===== src/sv/fssd_pkg.sv =====
// shared types, constants and the segment decoder for the serial display driver
// no dependencies

package fssd_pkg;

  localparam int unsigned ValueWidth = 16;
  localparam int unsigned NumDigits  = 4;
  localparam int unsigned MagWidth   = 14;
  localparam int unsigned FrameBits  = 64;
  localparam int unsigned CntWidth   = $clog2(FrameBits);

  localparam logic [MagWidth-1:0] MaxShown = 14'd9999;
  // floor(v / 10) == (v * Recip10) >> RecipShift for every v up to 9999
  localparam logic [12:0] Recip10    = 13'd6554;
  localparam int unsigned RecipShift = 16;

  localparam logic [7:0] SegBlank = 8'hFF;

  typedef logic [NumDigits-1:0][7:0] frame_t;

  typedef struct packed {
    logic   push;
    frame_t frame;
  } push_t;

  typedef struct packed {
    logic   avail;
    frame_t frame;
  } head_t;

  // active-low segment byte of a decimal digit
  function automatic logic [7:0] seg_code(input logic [3:0] digit);
    logic [7:0] code;
    unique case (digit)
      4'd0:    code = 8'hC0;
      4'd1:    code = 8'hF9;
      4'd2:    code = 8'hA4;
      4'd3:    code = 8'hB0;
      4'd4:    code = 8'h99;
      4'd5:    code = 8'h92;
      4'd6:    code = 8'h82;
      4'd7:    code = 8'hF8;
      4'd8:    code = 8'h80;
      4'd9:    code = 8'h90;
      default: code = SegBlank;
    endcase
    return code;
  endfunction

endpackage


===== src/sv/fssd_if.sv =====
// valid/ready channel interfaces for the display driver
// depends on fssd_pkg

interface fssd_in_if;
  logic                                 valid;
  logic                                 ready;
  logic signed [fssd_pkg::ValueWidth-1:0] value;

  modport source (output valid, output value, input ready);
  modport sink   (input valid, input value, output ready);
endinterface

interface fssd_out_if;
  logic valid;
  logic ready;
  logic serial_bit;
  logic latch_after;
  logic last;

  modport source (output valid, output serial_bit, output latch_after, output last,
                  input ready);
  modport sink   (input valid, input serial_bit, input latch_after, input last,
                  output ready);
endinterface


===== src/sv/four_digit_seven_segment_serial_driver_core.sv =====
// top level of the four-digit seven-segment serial driver
// depends on fssd_pkg, fssd_if, fssd_front, fssd_queue and fssd_back

// Takes one signed 16-bit number per input beat and produces a 64-beat serial
// frame for a common-anode four-digit display driven through two chained
// shift registers. The number is clamped to 0..9999 (negatives show "0"),
// split into digits and leading zeros of the upper three digits are blanked.
// Digits go out units first; each digit is 16 beats, msb first: the active-low
// segment byte, then the one-hot digit select byte. latch_after marks the
// sixteenth beat of every digit and last marks the 64th beat of the frame.
// The shifter emits one bit per cycle while the sink is ready, which sets the
// sustained rate. The front end clamps and accepts a number, then makes one
// digit per cycle through a reciprocal multiply, and hands finished frames
// to a two-frame queue, so while the queue has room it takes new numbers
// while the shifter is busy and while a result beat is held by a stalled sink.
// A number reaches out_o via v_q, dig_q, the queue and the output register.

module four_digit_seven_segment_serial_driver_core (
  input  logic       clk_i,
  input  logic       rst_ni,
  fssd_in_if.sink    in_i,
  fssd_out_if.source out_o
);

  fssd_pkg::push_t push;
  fssd_pkg::head_t head;
  logic            room;
  logic            pop;

  // number to digits to segment bytes
  fssd_front u_front (
    .clk_i  (clk_i),
    .rst_ni (rst_ni),
    .in_i   (in_i),
    .room_i (room),
    .push_o (push)
  );

  // decouples conversion from shifting
  fssd_queue u_queue (
    .clk_i  (clk_i),
    .rst_ni (rst_ni),
    .push_i (push),
    .room_o (room),
    .head_o (head),
    .pop_i  (pop)
  );

  // one bit per beat into the output register
  fssd_back u_back (
    .clk_i  (clk_i),
    .rst_ni (rst_ni),
    .head_i (head),
    .pop_o  (pop),
    .out_o  (out_o)
  );

`ifndef SYNTHESIS
  a_last_on_latch: assert property (@(posedge clk_i) disable iff (!rst_ni)
    (out_o.valid && out_o.last) |-> out_o.latch_after)
    else $error("last beat must carry latch");
`endif

endmodule


===== src/sv/fssd_front.sv =====
// front end: clamps the number, splits it into digits, blanks leading zeros
// depends on fssd_pkg and fssd_if

module fssd_front (
  input  logic              clk_i,
  input  logic              rst_ni,
  fssd_in_if.sink           in_i,
  input  logic              room_i,
  output fssd_pkg::push_t   push_o
);

  logic [fssd_pkg::MagWidth-1:0] v_q, v_d, clamp_val;
  logic [2:0]                    cnt_q;
  logic                          busy_q;
  logic [fssd_pkg::NumDigits-1:0][3:0] dig_q;

  logic [fssd_pkg::MagWidth+12:0] prod;
  logic [fssd_pkg::MagWidth-1:0]  quot, quot_x10;
  logic [3:0]                     digit;
  logic                           done, push, accept;
  fssd_pkg::frame_t               frame;

  // clamp to 0..9999
  always_comb begin
    if (in_i.value[fssd_pkg::ValueWidth-1]) begin
      clamp_val = '0;
    end else if (in_i.value[fssd_pkg::ValueWidth-2:0] > 15'(fssd_pkg::MaxShown)) begin
      clamp_val = fssd_pkg::MaxShown;
    end else begin
      clamp_val = in_i.value[fssd_pkg::MagWidth-1:0];
    end
  end

  // one digit per cycle by reciprocal multiply, units first
  assign prod     = v_q * fssd_pkg::Recip10;
  assign quot     = fssd_pkg::MagWidth'(prod >> fssd_pkg::RecipShift);
  assign quot_x10 = (quot << 3) + (quot << 1);
  assign digit    = v_q[3:0] - quot_x10[3:0];
  assign v_d      = quot;

  assign done   = busy_q && cnt_q[2];
  assign push   = done && room_i;
  assign accept = in_i.valid && in_i.ready;
  assign in_i.ready = !busy_q || push;

  // leading-zero blanking, units always shown
  always_comb begin
    frame[0] = fssd_pkg::seg_code(dig_q[0]);
    frame[1] = fssd_pkg::seg_code(dig_q[1]);
    frame[2] = fssd_pkg::seg_code(dig_q[2]);
    frame[3] = fssd_pkg::seg_code(dig_q[3]);
    if (dig_q[3] == 4'd0) begin
      frame[3] = fssd_pkg::SegBlank;
      if (dig_q[2] == 4'd0) begin
        frame[2] = fssd_pkg::SegBlank;
        if (dig_q[1] == 4'd0) begin
          frame[1] = fssd_pkg::SegBlank;
        end
      end
    end
  end

  assign push_o.push  = push;
  assign push_o.frame = frame;

  always_ff @(posedge clk_i or negedge rst_ni) begin
    if (!rst_ni) begin
      busy_q <= 1'b0;
      cnt_q  <= '0;
    end else if (accept) begin
      busy_q <= 1'b1;
      cnt_q  <= '0;
    end else if (push) begin
      busy_q <= 1'b0;
    end else if (busy_q && !cnt_q[2]) begin
      cnt_q <= cnt_q + 3'd1;
    end
  end

  always_ff @(posedge clk_i) begin
    if (accept) begin
      v_q <= clamp_val;
    end else if (busy_q && !cnt_q[2]) begin
      v_q              <= v_d;
      dig_q[cnt_q[1:0]] <= digit;
    end
  end

`ifndef SYNTHESIS
  a_digit_range: assert property (@(posedge clk_i) disable iff (!rst_ni)
    (busy_q && !cnt_q[2]) |-> (digit < 4'd10))
    else $error("digit out of range");
`endif

endmodule


===== src/sv/fssd_queue.sv =====
// two-entry frame queue between the front end and the shifter
// depends on fssd_pkg

module fssd_queue (
  input  logic             clk_i,
  input  logic             rst_ni,
  input  fssd_pkg::push_t  push_i,
  output logic             room_o,
  output fssd_pkg::head_t  head_o,
  input  logic             pop_i
);

  fssd_pkg::frame_t mem_q [2];
  logic             wr_q, rd_q;
  logic [1:0]       count_q;

  assign room_o       = (count_q != 2'd2);
  assign head_o.avail = (count_q != 2'd0);
  assign head_o.frame = mem_q[rd_q];

  always_ff @(posedge clk_i or negedge rst_ni) begin
    if (!rst_ni) begin
      wr_q    <= 1'b0;
      rd_q    <= 1'b0;
      count_q <= '0;
    end else begin
      if (push_i.push) begin
        wr_q <= ~wr_q;
      end
      if (pop_i) begin
        rd_q <= ~rd_q;
      end
      case ({push_i.push, pop_i})
        2'b10:   count_q <= count_q + 2'd1;
        2'b01:   count_q <= count_q - 2'd1;
        default: count_q <= count_q;
      endcase
    end
  end

  always_ff @(posedge clk_i) begin
    if (push_i.push) begin
      mem_q[wr_q] <= push_i.frame;
    end
  end

`ifndef SYNTHESIS
  a_no_overflow: assert property (@(posedge clk_i) disable iff (!rst_ni)
    push_i.push |-> (count_q != 2'd2))
    else $error("push into full queue");
  a_no_underflow: assert property (@(posedge clk_i) disable iff (!rst_ni)
    pop_i |-> (count_q != 2'd0))
    else $error("pop from empty queue");
`endif

endmodule


===== src/sv/fssd_back.sv =====
// back end: shifts each frame out one bit per beat with latch and end flags
// depends on fssd_pkg and fssd_if

module fssd_back (
  input  logic             clk_i,
  input  logic             rst_ni,
  input  fssd_pkg::head_t  head_i,
  output logic             pop_o,
  fssd_out_if.source       out_o
);

  logic [fssd_pkg::CntWidth-1:0] bit_q;
  logic                          valid_q, sbit_q, latch_q, last_q;
  logic                          advance, sbit, latch, last;
  logic [1:0]                    dsel;
  logic [3:0]                    pos;
  logic [2:0]                    bidx;

  assign dsel = bit_q[5:4];
  assign pos  = bit_q[3:0];
  assign bidx = ~pos[2:0];   // msb first

  // first byte is the segment byte, second the one-hot digit select
  assign sbit  = pos[3] ? (bidx == {1'b0, dsel}) : head_i.frame[dsel][bidx];
  assign latch = (pos == 4'hF);
  assign last  = (bit_q == fssd_pkg::CntWidth'(fssd_pkg::FrameBits - 1));

  assign advance = !valid_q || out_o.ready;
  assign pop_o   = advance && head_i.avail && last;

  assign out_o.valid       = valid_q;
  assign out_o.serial_bit  = sbit_q;
  assign out_o.latch_after = latch_q;
  assign out_o.last        = last_q;

  always_ff @(posedge clk_i or negedge rst_ni) begin
    if (!rst_ni) begin
      valid_q <= 1'b0;
      bit_q   <= '0;
    end else if (advance) begin
      valid_q <= head_i.avail;
      if (head_i.avail) begin
        bit_q <= bit_q + fssd_pkg::CntWidth'(1);
      end
    end
  end

  always_ff @(posedge clk_i) begin
    if (advance && head_i.avail) begin
      sbit_q  <= sbit;
      latch_q <= latch;
      last_q  <= last;
    end
  end

`ifndef SYNTHESIS
  a_last_latches: assert property (@(posedge clk_i) disable iff (!rst_ni)
    (valid_q && last_q) |-> latch_q)
    else $error("frame end without latch");
  a_pop_restarts: assert property (@(posedge clk_i) disable iff (!rst_ni)
    pop_o |=> (bit_q == '0))
    else $error("bit counter not at frame start after pop");
`endif

endmodule

===== src/flat_wrapper.sv =====
// flat-port wrapper written by rule: the top's interface ports become plain ports
module four_digit_seven_segment_serial_driver_core_flat 
  (clk_i, rst_ni, in_i_valid, in_i_value, in_i_ready, out_o_valid, out_o_serial_bit, out_o_latch_after, out_o_last, out_o_ready);
  fssd_in_if in_i_i ();
  fssd_out_if out_o_i ();
  input  logic clk_i;
  input  logic rst_ni;
  input wire logic [$bits(in_i_i.valid)-1:0] in_i_valid;
  input wire logic [$bits(in_i_i.value)-1:0] in_i_value;
  output wire logic [$bits(in_i_i.ready)-1:0] in_i_ready;
  output wire logic [$bits(out_o_i.valid)-1:0] out_o_valid;
  output wire logic [$bits(out_o_i.serial_bit)-1:0] out_o_serial_bit;
  output wire logic [$bits(out_o_i.latch_after)-1:0] out_o_latch_after;
  output wire logic [$bits(out_o_i.last)-1:0] out_o_last;
  input wire logic [$bits(out_o_i.ready)-1:0] out_o_ready;
  assign in_i_i.valid = in_i_valid;
  assign in_i_i.value = in_i_value;
  assign in_i_ready = in_i_i.ready;
  assign out_o_valid = out_o_i.valid;
  assign out_o_serial_bit = out_o_i.serial_bit;
  assign out_o_latch_after = out_o_i.latch_after;
  assign out_o_last = out_o_i.last;
  assign out_o_i.ready = out_o_ready;
  four_digit_seven_segment_serial_driver_core u_core (.clk_i(clk_i), .rst_ni(rst_ni), .in_i(in_i_i), .out_o(out_o_i));
endmodule

===== config.mk =====
export PLATFORM = sky130hd
export DESIGN_NAME = four_digit_seven_segment_serial_driver_core_flat
export DESIGN_NICKNAME = d
export VERILOG_FILES = /design/src/sv/fssd_pkg.sv /design/src/sv/fssd_if.sv /design/src/sv/four_digit_seven_segment_serial_driver_core.sv /design/src/sv/fssd_front.sv /design/src/sv/fssd_queue.sv /design/src/sv/fssd_back.sv /design/src/flat_wrapper.sv
export SDC_FILE = /design/constraint.sdc
export NUM_CORES = 1
export LEC_CHECK = 0
export BUFFER_PORTS_ARGS = -buffer_cell sky130_fd_sc_hd__buf_2
export CAP_MARGIN = 5
export CORE_MARGIN = 3
export CORE_UTILIZATION = 36
export CTS_CLUSTER_SIZE = 20
export DETAILED_ROUTE_END_ITERATION = 10
export PLACE_DENSITY_LB_ADDON = 0.05
export SETUP_SLACK_MARGIN = 0.02
export SLEW_MARGIN = 15
export SYNTH_ARGS = -nofsm -noshare
export SYNTH_HDL_FRONTEND = slang
export SYNTH_SLANG_ARGS = --single-unit

===== constraint.sdc =====
create_clock -name clk_i -period 7.4 [get_ports clk_i]
set_input_delay 0.37 -clock clk_i [delete_from_list [all_inputs] [get_ports clk_i]]
set_output_delay 0.37 -clock clk_i [all_outputs]
set_load 0.02 [all_outputs]

After elaboration in Yosys (flattened, before gate mapping)
Memories as Yosys holds them, arrays and structs flattened. A register that Yosys moved wholly into a read port is not among the register bits.
Index checks and enable logic that the tools add are counted.
{"block": "totals", "output_inout_bits": 5, "ramBits": 64, "in_bits": 20, "mem_bits_ro": 448, "n_memories": 5, "ff_bits": 48}
{"block": "classes", "n_reduce_logical": 22, "n_lt_le_gt_ge": 5, "n_bitwise": 4, "eq_ne": 7, "n_mul": 1, "n_mux": 27, "addsub": 6}
{"memory": "(name not given)", "depth": 16, "width": 7, "rd": 1, "rd_ports_with_merged_regs": 1, "wr": 0, "line_no": "fssd_pkg.sv:34", "source": "unique case (digit)"}
{"memory": "(name not given)", "depth": 16, "width": 7, "rd": 1, "rd_ports_with_merged_regs": 1, "wr": 0, "line_no": "fssd_pkg.sv:34"}
{"memory": "(name not given)", "depth": 16, "width": 7, "rd": 1, "rd_ports_with_merged_regs": 1, "wr": 0, "line_no": "fssd_pkg.sv:34"}
{"memory": "(name not given)", "depth": 16, "width": 7, "rd": 1, "rd_ports_with_merged_regs": 1, "wr": 0, "line_no": "fssd_pkg.sv:34"}
{"memory": "u_core.u_queue.mem_q", "depth": 2, "width": 32, "rd": 1, "rd_ports_with_merged_regs": 0, "wr": 1, "line_no": "fssd_queue.sv:13", "source": "fssd_pkg::frame_t mem_q [2];"}
{"operator": "14-bit 2-to-1 mux", "n": 4}
{"operator": "14-bit by 12-bit multiplier with 26-bit output, second input constant", "n": 1}
{"operator": "24-bit 2-to-1 mux", "n": 1}
{"operator": "4-bit 2-to-1 mux", "n": 5}
{"operator": "8-bit binary-select mux with 2-bit select", "n": 1}
{"operator": "16-bit bitwise mux", "n": 1}
{"operator": "16-bit 2-to-1 mux", "n": 1}
{"operator": "8-bit 2-to-1 mux", "n": 2}
{"operator": "15-bit by 14-bit greater-than comparator with 1-bit output, second input constant", "n": 1}
{"operator": "4-bit zero test", "n": 3}
{"operator": "3-bit 2-to-1 mux", "n": 3}
{"operator": "4-bit demux with 2-bit select", "n": 1}
{"operator": "2-bit nonzero test", "n": 4}
{"operator": "1-bit logical AND", "n": 7}
{"operator": "6-bit by 1-bit adder with 6-bit output, second input constant", "n": 1}
{"operator": "6-bit equality test, second input constant", "n": 1}
{"operator": "2-bit by 3-bit less-than comparator with 1-bit output, second input constant", "n": 2}
{"operator": "1-bit 2-to-1 mux", "n": 6}
{"operator": "2-bit AND reduction", "n": 3}
{"operator": "4-bit adder", "n": 1}
{"operator": "4-bit equality test, second input constant", "n": 1}
{"operator": "3-bit by 4-bit less-than comparator with 1-bit output, second input constant", "n": 1}
{"operator": "2-bit one-hot mux with 2 select lines", "n": 1}
{"operator": "4-bit subtractor", "n": 1}
{"operator": "other kinds (14)", "n": 19}

Depth between registers and ports, before layout
Gate-level depths: netlist (run 1).
{"block": "depth", "depth_word": 7, "ltp_mapped": 28, "ltp_nobuf": 26}

Modules after synthesis
A second synthesis (run 1) with hierarchy kept.
{"block": "unflattened", "cells_unflattened": 847, "area_unflattened_um2": 9893.2}
{"mod": "fssd_front", "cells_per_inst": 667, "area_per_inst_um2": 6483.7, "n_inst": 1, "seq_area_each_um2": 1561.5}
{"mod": "fssd_queue", "cells_per_inst": 116, "area_per_inst_um2": 2648.8, "n_inst": 1, "seq_area_each_um2": 2021.9}
{"mod": "fssd_back", "cells_per_inst": 64, "area_per_inst_um2": 760.7, "n_inst": 1, "seq_area_each_um2": 265.3}

Worst setup path after synthesis (run 1)
OpenSTA, ideal clock, no wires.
{"block": "synth_path", "kind": "register -> register", "from": "register u_core.u_front.v_q[3] (netlist name)", "to": "register, netlist name u_core.u_front.push_o[4]", "required_ns": 7.279, "period_less_slack_ns": 6.867, "slack_ns": 0.533, "path_stages_with_launch": 27, "setup_ns": 0.121, "n_path_buf": 2, "arrival_time_ns": 6.746, "cell_sequence": "edfxtp_1 ha_1 inv_1 fa_1 inv_1 fa_1 fa_1 inv_1 fa_1 inv_1 ha_1 and3_1 o21ai_1 o211ai_2 a21oi_1 xnor2_1 ha_1 or3b_4 nand2_1 a21oi_1 a211o_1 a2111oi_4 or2_1 buf_4 mux2_2 buf_6 mux2_4"}
{"block": "synth_between", "elab_chain_cells": 5}
{"element": "start: declaration", "line_no": "fssd_front.sv:12", "source": "logic [fssd_pkg::MagWidth-1:0] v_q, v_d, clamp_val;"}
{"element": "start signal: assignment", "line_no": "fssd_front.sv:82", "source": "v_q <= clamp_val;"}
{"element": "start signal: assignment", "line_no": "fssd_front.sv:84", "source": "v_q <= v_d;"}
{"element": "14-bit by 12-bit multiplier with 26-bit output", "line_no": "fssd_front.sv:35", "source": "assign prod = v_q * fssd_pkg::Recip10;"}
{"element": "4-bit adder", "line_no": "fssd_front.sv:37", "source": "assign quot_x10 = (quot << 3) + (quot << 1);"}
{"element": "4-bit subtractor (*)", "line_no": "fssd_front.sv:38", "source": "assign digit = v_q[3:0] - quot_x10[3:0];"}
{"element": "16-bit bitwise mux (*)", "line_no": "fssd_front.sv:85", "source": "dig_q[cnt_q[1:0]] <= digit;"}
{"element": "4-bit 2-to-1 mux (no line) (*)"}
Every way passes the cells marked *; elsewhere a longest branch is shown, timed or not.
A chain may end at the register's enable or synchronous reset.

Worst setup path after layout (run 1)
{"block": "layout_path", "from": "register u_core.u_front.v_q[2] (netlist name)", "to": "register, netlist name u_core.u_front.push_o[4]"}
{"block": "layout_between", "elab_chain_cells": 5}
{"element": "14-bit by 12-bit multiplier with 26-bit output", "line_no": "fssd_front.sv:35"}
{"element": "4-bit adder", "line_no": "fssd_front.sv:37"}
{"element": "4-bit subtractor (*)", "line_no": "fssd_front.sv:38"}
{"element": "16-bit bitwise mux (*)", "line_no": "fssd_front.sv:85"}
{"element": "4-bit 2-to-1 mux (no line) (*)"}
Marks and branches as above.

==> qor.csv, run 1 <==
metric,value,unit
Layout fillers,2366,
Slew headroom,0.326,
top-area cell type share of the netlist area,0.286,
Worst path slowest cell,fa_1,
fin crit period,7080,ps
hold path depth,2,
CP cell instances,"ha_1, inv_1, fa_1, inv_1, fa_1, fa_1, inv_1, fa_1, inv_1, ha_1, nand4_2, or2_1, o211ai_4, a21oi_1, xnor2_1, ha_1, or3b_4, o2111ai_1, nor3_1, nor4_2, a2bb2oi_4, or2_4, mux2_4, mux2_4",
routability cong.,0.858,
Worst-path clk slew,60,ps
Die W,167,µm
first-pass iteration count of the detailed router,4,
Num CTS Buffers,17,
"count leader, synth",inv_1,
CTS tree,yes,
DP Area,9880,µm²
Max Clock Skew,9.61,ps
Ant. Diodes,0,
worst slew pin tran,1010,ps
Die H,167,µm
Netlist cell types,69,
Tcrit/Tclk final,0.956,
Post-synth EDFFs,89,
Crit Path Class,register to register,
dpl cells,1160,
first-pass GRT wire length,33.7,mm
Critical Path End Type,register,
register bit total from synthesis,132,
area taken by flip-flops and latches,3610,µm²
CP Launch Type,register,
R2R cell count,24,
die area,27900,µm²
DRC,0,
Fmax,141,MHz
Syn Nets,1007,
DP Wirelength,16.4,mm
Total GRT Usage,0.153,
most common flop cell mapped by yosys,edfxtp_1,
final wirelength,20.6,mm
fin cells,1200,
DR vias,5916,
Final Hold Viols,0,
initial antenna violation count,0,
max-slew violations,0,
CTS Sinks,132,
total global routing overflow,0,
Max stage delay on crit path,540,ps
# Max-Cap Violations,0,
via density per instance,4.93,
H-tree depth,4,
register area share after synthesis,0.386,
"area leader, netlist",edfxtp_1,
clk root buf,clkbuf_16,
crit-path max FO,7,
layout cells sized above 1,0.140,
Critical Path AT,7380,ps
core footprint,25300,µm²
Starting DRT DRC Count,283,
Routed WL per cell,17.2,µm
Detail Route Antenna Nets,0,
Max clock buf depth,2,
clk_lat worst skew,420,ps
ys async rst share,0.114,
# IOs,25,
Multi-input gate area,5250,µm²
status,finished clean,
Post-synth top cells,"inv_1, ha_1, edfxtp_1",
Final setup viols,0,
initial core utilization,0.369,
Worst EP required,7700,ps
Cell Rows,58,
RSZ-0062 raised after global routing,no,
I/O Buffers,24,
hold slack,162,ps
synth top area cells,"edfxtp_1, ha_1, fa_1, dfxtp_1, inv_1",
final non-filler cell area,10600,µm²
NumNets Final,1049,
largest net degree at the start of global routing,29,
average cell area after synthesis,11.5,µm²
Post-Synthesis Cells,815,
vias in the first global route,6120,
Area Growth Syn to Fin,13.7,%
TNS Setup,0,ps
"Cell Area, Synth",9350,µm²
Hold/Removal Path Class,input pin to register,
synth warn,0,
[what timing repair did]
item                       CTS  global route
hold buffers                 1             0
setup endpoints to repair    0            25
resized for setup            0             9
hold endpoints to repair    15             0
setup buffers                0             7
[worst max-delay path, delay by kind of cell, from the launching register on]
family	cells	cell delay, ps
adder cells (fa/ha/maj)	7	3100
multiplexers	2	660
flip-flops	1	460
AO/OA/AOI/OAI	4	680
buffers and inverters	4	240
XOR/XNOR	1	170
AND/OR/NAND/NOR	6	1670
[cell families (layout without fill, tap and decap cells)]
group	Yosys count	in the layout	synth area share
fa+ha+maj	172	172	0.268
flops	132	132	0.386
xor+xnor	29	29	0.0280
mux	62	62	0.0795
simple gates	154	154	0.0845
buf+inv	151	206	0.0618
compound gates	115	115	0.0922
[area by class of cell]
type / instances / area share
clock buffer: 18 / 0.0404
sequential: 132 / 0.339
multi-input combinational: 532 / 0.493
clock inverter: 14 / 0.0173
tap: 330 / 0.0388
timing repair buffer: 41 / 0.0235
inverter: 133 / 0.0470
[placed cells by master (no fill, tap or decap), drive strengths merged, types with 5 or more instances in the layout]
| cell | synthesis | layout |
|---|---|---|
| o22ai | 5 | 5 |
| mux4 | 8 | 8 |
| or2 | 10 | 10 |
| nand2 | 37 | 37 |
| xor2 | 10 | 10 |
| fa | 47 | 47 |
| buf | 7 | 40 |
| and2 | 9 | 9 |
| dfxtp | 28 | 28 |
| o31ai | 7 | 7 |
| clkbuf | 11 | 18 |
| clkinv | 0 | 5 |
| and3 | 5 | 5 |
| nor2 | 36 | 36 |
| o21a | 10 | 10 |
| mux2 | 15 | 15 |
| xnor2 | 19 | 19 |
| nand2b | 24 | 24 |
| ha | 125 | 125 |
| a21o | 6 | 6 |
| edfxtp | 89 | 89 |
| inv | 133 | 134 |
| o221ai | 6 | 6 |
| o21ai | 19 | 19 |
| dfrtp | 15 | 15 |
| mux2i | 39 | 39 |
| a21oi | 25 | 25 |
| nand3 | 7 | 7 |
| nor4 | 7 | 7 |
| o22a | 5 | 5 |
[metal layers]
| metal | part of all wire | track usage | vias to the layer above | wire, µm |
|---|---|---|---|---|
| li1 | - | - | 2917 | - |
| met4 | 0.0039 | 0.0295 | 0 | 80 |
| met5 | 0 | 0 | - | 0 |
| met3 | 0.035 | 0.0264 | 10 | 722 |
| met1 | 0.54 | 0.242 | 2887 | 11100 |
| met2 | 0.42 | 0.221 | 102 | 8710 |
[through the flow]
stage,worst slack [ps],util
2_1_floorplan,533,-
3_3_place_gp,291,0.390
3_5_place_dp,86.1,0.390
4_1_cts,61.2,0.415
5_1_grt,21.4,0.420
6_report,323,0.420
[final timing paths]
kind | start | endpoint | slack [ps]
min in group asynchronous | rst_ni | u_core.u_front.cnt_q[2] | 430
min reg2reg | u_core.u_front.push_o[0] | u_core.u_queue.mem_q[0][0] | 430
max reg2reg | u_core.u_front.v_q[2] | u_core.u_front.push_o[4] | 320
max | u_core.u_front.v_q[2] | u_core.u_front.push_o[4] | 320
max in group asynchronous | rst_ni | u_core.u_back.bit_q[1] | 6650
min | out_o_ready | u_core.u_back.out_o.valid | 160
Power of run 1 is not shown: default switching activity piles up to over one toggle a cycle in this logic, so the estimate is an artifact.
==> run 2, diff against run 1 <==
--- a/config.mk
+++ b/config.mk
@@ -7,6 +7,7 @@
 export LEC_CHECK = 0
 export BUFFER_PORTS_ARGS = -buffer_cell sky130_fd_sc_hd__buf_2
 export CAP_MARGIN = 5
+export CORE_ASPECT_RATIO = 0.75
 export CORE_MARGIN = 3
 export CORE_UTILIZATION = 36
 export CTS_CLUSTER_SIZE = 20
==> qor.csv, run 2 (same netlist as run 1, synthesis figures left out) <==
metric,value,unit
Ant. Diodes,0,
final wirelength,22.0,mm
DR vias,6037,
CTS tree,yes,
core footprint,25300,µm²
Tcrit/Tclk final,0.953,
routability cong.,0.882,
Hold/Removal Path Class,input pin to register,
Critical Path End Type,register,
Routed WL per cell,18.2,µm
initial antenna violation count,2,
crit-path max FO,7,
"setup slack, reg-to-reg",340,ps
Max Clock Skew,19.0,ps
# IOs,25,
largest net degree at the start of global routing,29,
first-pass iteration count of the detailed router,5,
clk root buf,clkbuf_16,
Num CTS Buffers,17,
R2R cell count,24,
Worst EP required,7710,ps
Final setup viols,0,
RSZ-0062 raised after global routing,no,
Multi-input gate area,5250,µm²
H-tree depth,4,
Worst-path clk slew,60,ps
layout cells sized above 1,0.142,
Starting DRT DRC Count,462,
status,finished clean,
Die H,146,µm
I/O Buffers,24,
Critical Path AT,7360,ps
total global routing overflow,0,
DRC,0,
Crit Path Class,register to register,
area taken by flip-flops and latches,3610,µm²
TNS Setup,0,ps
DP Wirelength,17.4,mm
"most common cell after layout, fill and taps aside",inv_1,
Area Growth Syn to Fin,13.9,%
fin crit period,7060,ps
Slew headroom,0.285,
# Max-Cap Violations,0,
vias in the first global route,6237,
CTS Sinks,132,
CP Launch Type,register,
Layout fillers,2412,
Max clock buf depth,2,
Max stage delay on crit path,550,ps
CP cell instances,"ha_1, inv_1, fa_1, inv_1, fa_1, fa_1, inv_1, fa_1, inv_1, ha_1, nand4_4, or2_4, o211ai_4, a21oi_1, xnor2_1, ha_1, or3b_4, nand3b_1, a211oi_1, nor4_2, a2bb2oi_4, or2_4, mux2_4, mux2_4",
worst slew pin tran,1070,ps
Final Hold Viols,0,
via density per instance,5.00,
initial core utilization,0.370,
NumNets Final,1048,
Detail Route Antenna Nets,0,
Cell Rows,50,
Fmax,142,MHz
Total GRT Usage,0.164,
clk_lat worst skew,420,ps
max-slew violations,0,
first-pass GRT wire length,35.0,mm
Worst path slowest cell,fa_1,
"commonest cells after routing, fill and taps aside","inv_1, ha_1, edfxtp_1, fa_1, mux2i_1",
Die W,192,µm
die area,28000,µm²
hold path depth,2,
## run 2: timing repair
action,CTS,global route
endpoints found under the hold margin,15,0
endpoints found under the setup margin,0,32
resized for setup,0,11
hold buffers,1,0
setup buffers,0,7
## run 2: layout make-up
class	count	share of cell area
multi-input combinational	532	0.493
clock buffer	18	0.0413
clock inverter	14	0.0162
tap	338	0.0397
sequential	132	0.339
timing repair buffer	40	0.0240
inverter	133	0.0469
## run 2: critical path, delay by kind of cell (launching register included)
kind	cells	cell delay (ps)
simple gates	6	1710
fa+ha+maj	7	3150
buf+inv	4	230
mux	2	650
flops	1	440
compound gates	4	570
xor+xnor	1	190
## run 2: metrics by stage
step | cells | hold slack (ps) | setup WS, ps | instance area, µm² | util
floorplan | 815 | 74.4 | 533 | 9350 | -
global placement | 1167 | 335 | 306 | 9890 | 0.391
detailed placement | 1167 | 345 | 84.1 | 9890 | 0.391
CTS | 1200 | 127 | 35.2 | 10500 | 0.416
global route | 1207 | 160 | 59.8 | 10600 | 0.421
finish | 1207 | 147 | 345 | 10600 | 0.421
## run 2: routing by layer
metal | vias to the layer above | GRT usage | wire length (µm) | part of all wire
met5 | - | 0 | 13 | 0.00059
met4 | 2 | 0.0379 | 167 | 0.0076
met3 | 17 | 0.0402 | 1040 | 0.047
met2 | 134 | 0.215 | 8570 | 0.39
met1 | 2969 | 0.265 | 12200 | 0.55
li1 | 2915 | - | - | -
## run 2: final timing paths
check | from | endpoint
min in group asynchronous | rst_ni | u_core.u_back.bit_q[2]
min | out_o_ready | u_core.u_back.out_o.valid
max in group asynchronous | rst_ni | u_core.u_front.cnt_q[1]
max | u_core.u_front.v_q[2] | u_core.u_front.push_o[4]
min reg2reg | u_core.u_front.push_o[0] | u_core.u_queue.mem_q[1][0]
max reg2reg | u_core.u_front.v_q[2] | u_core.u_front.push_o[4]
Power of run 2 is left out for the same reason.
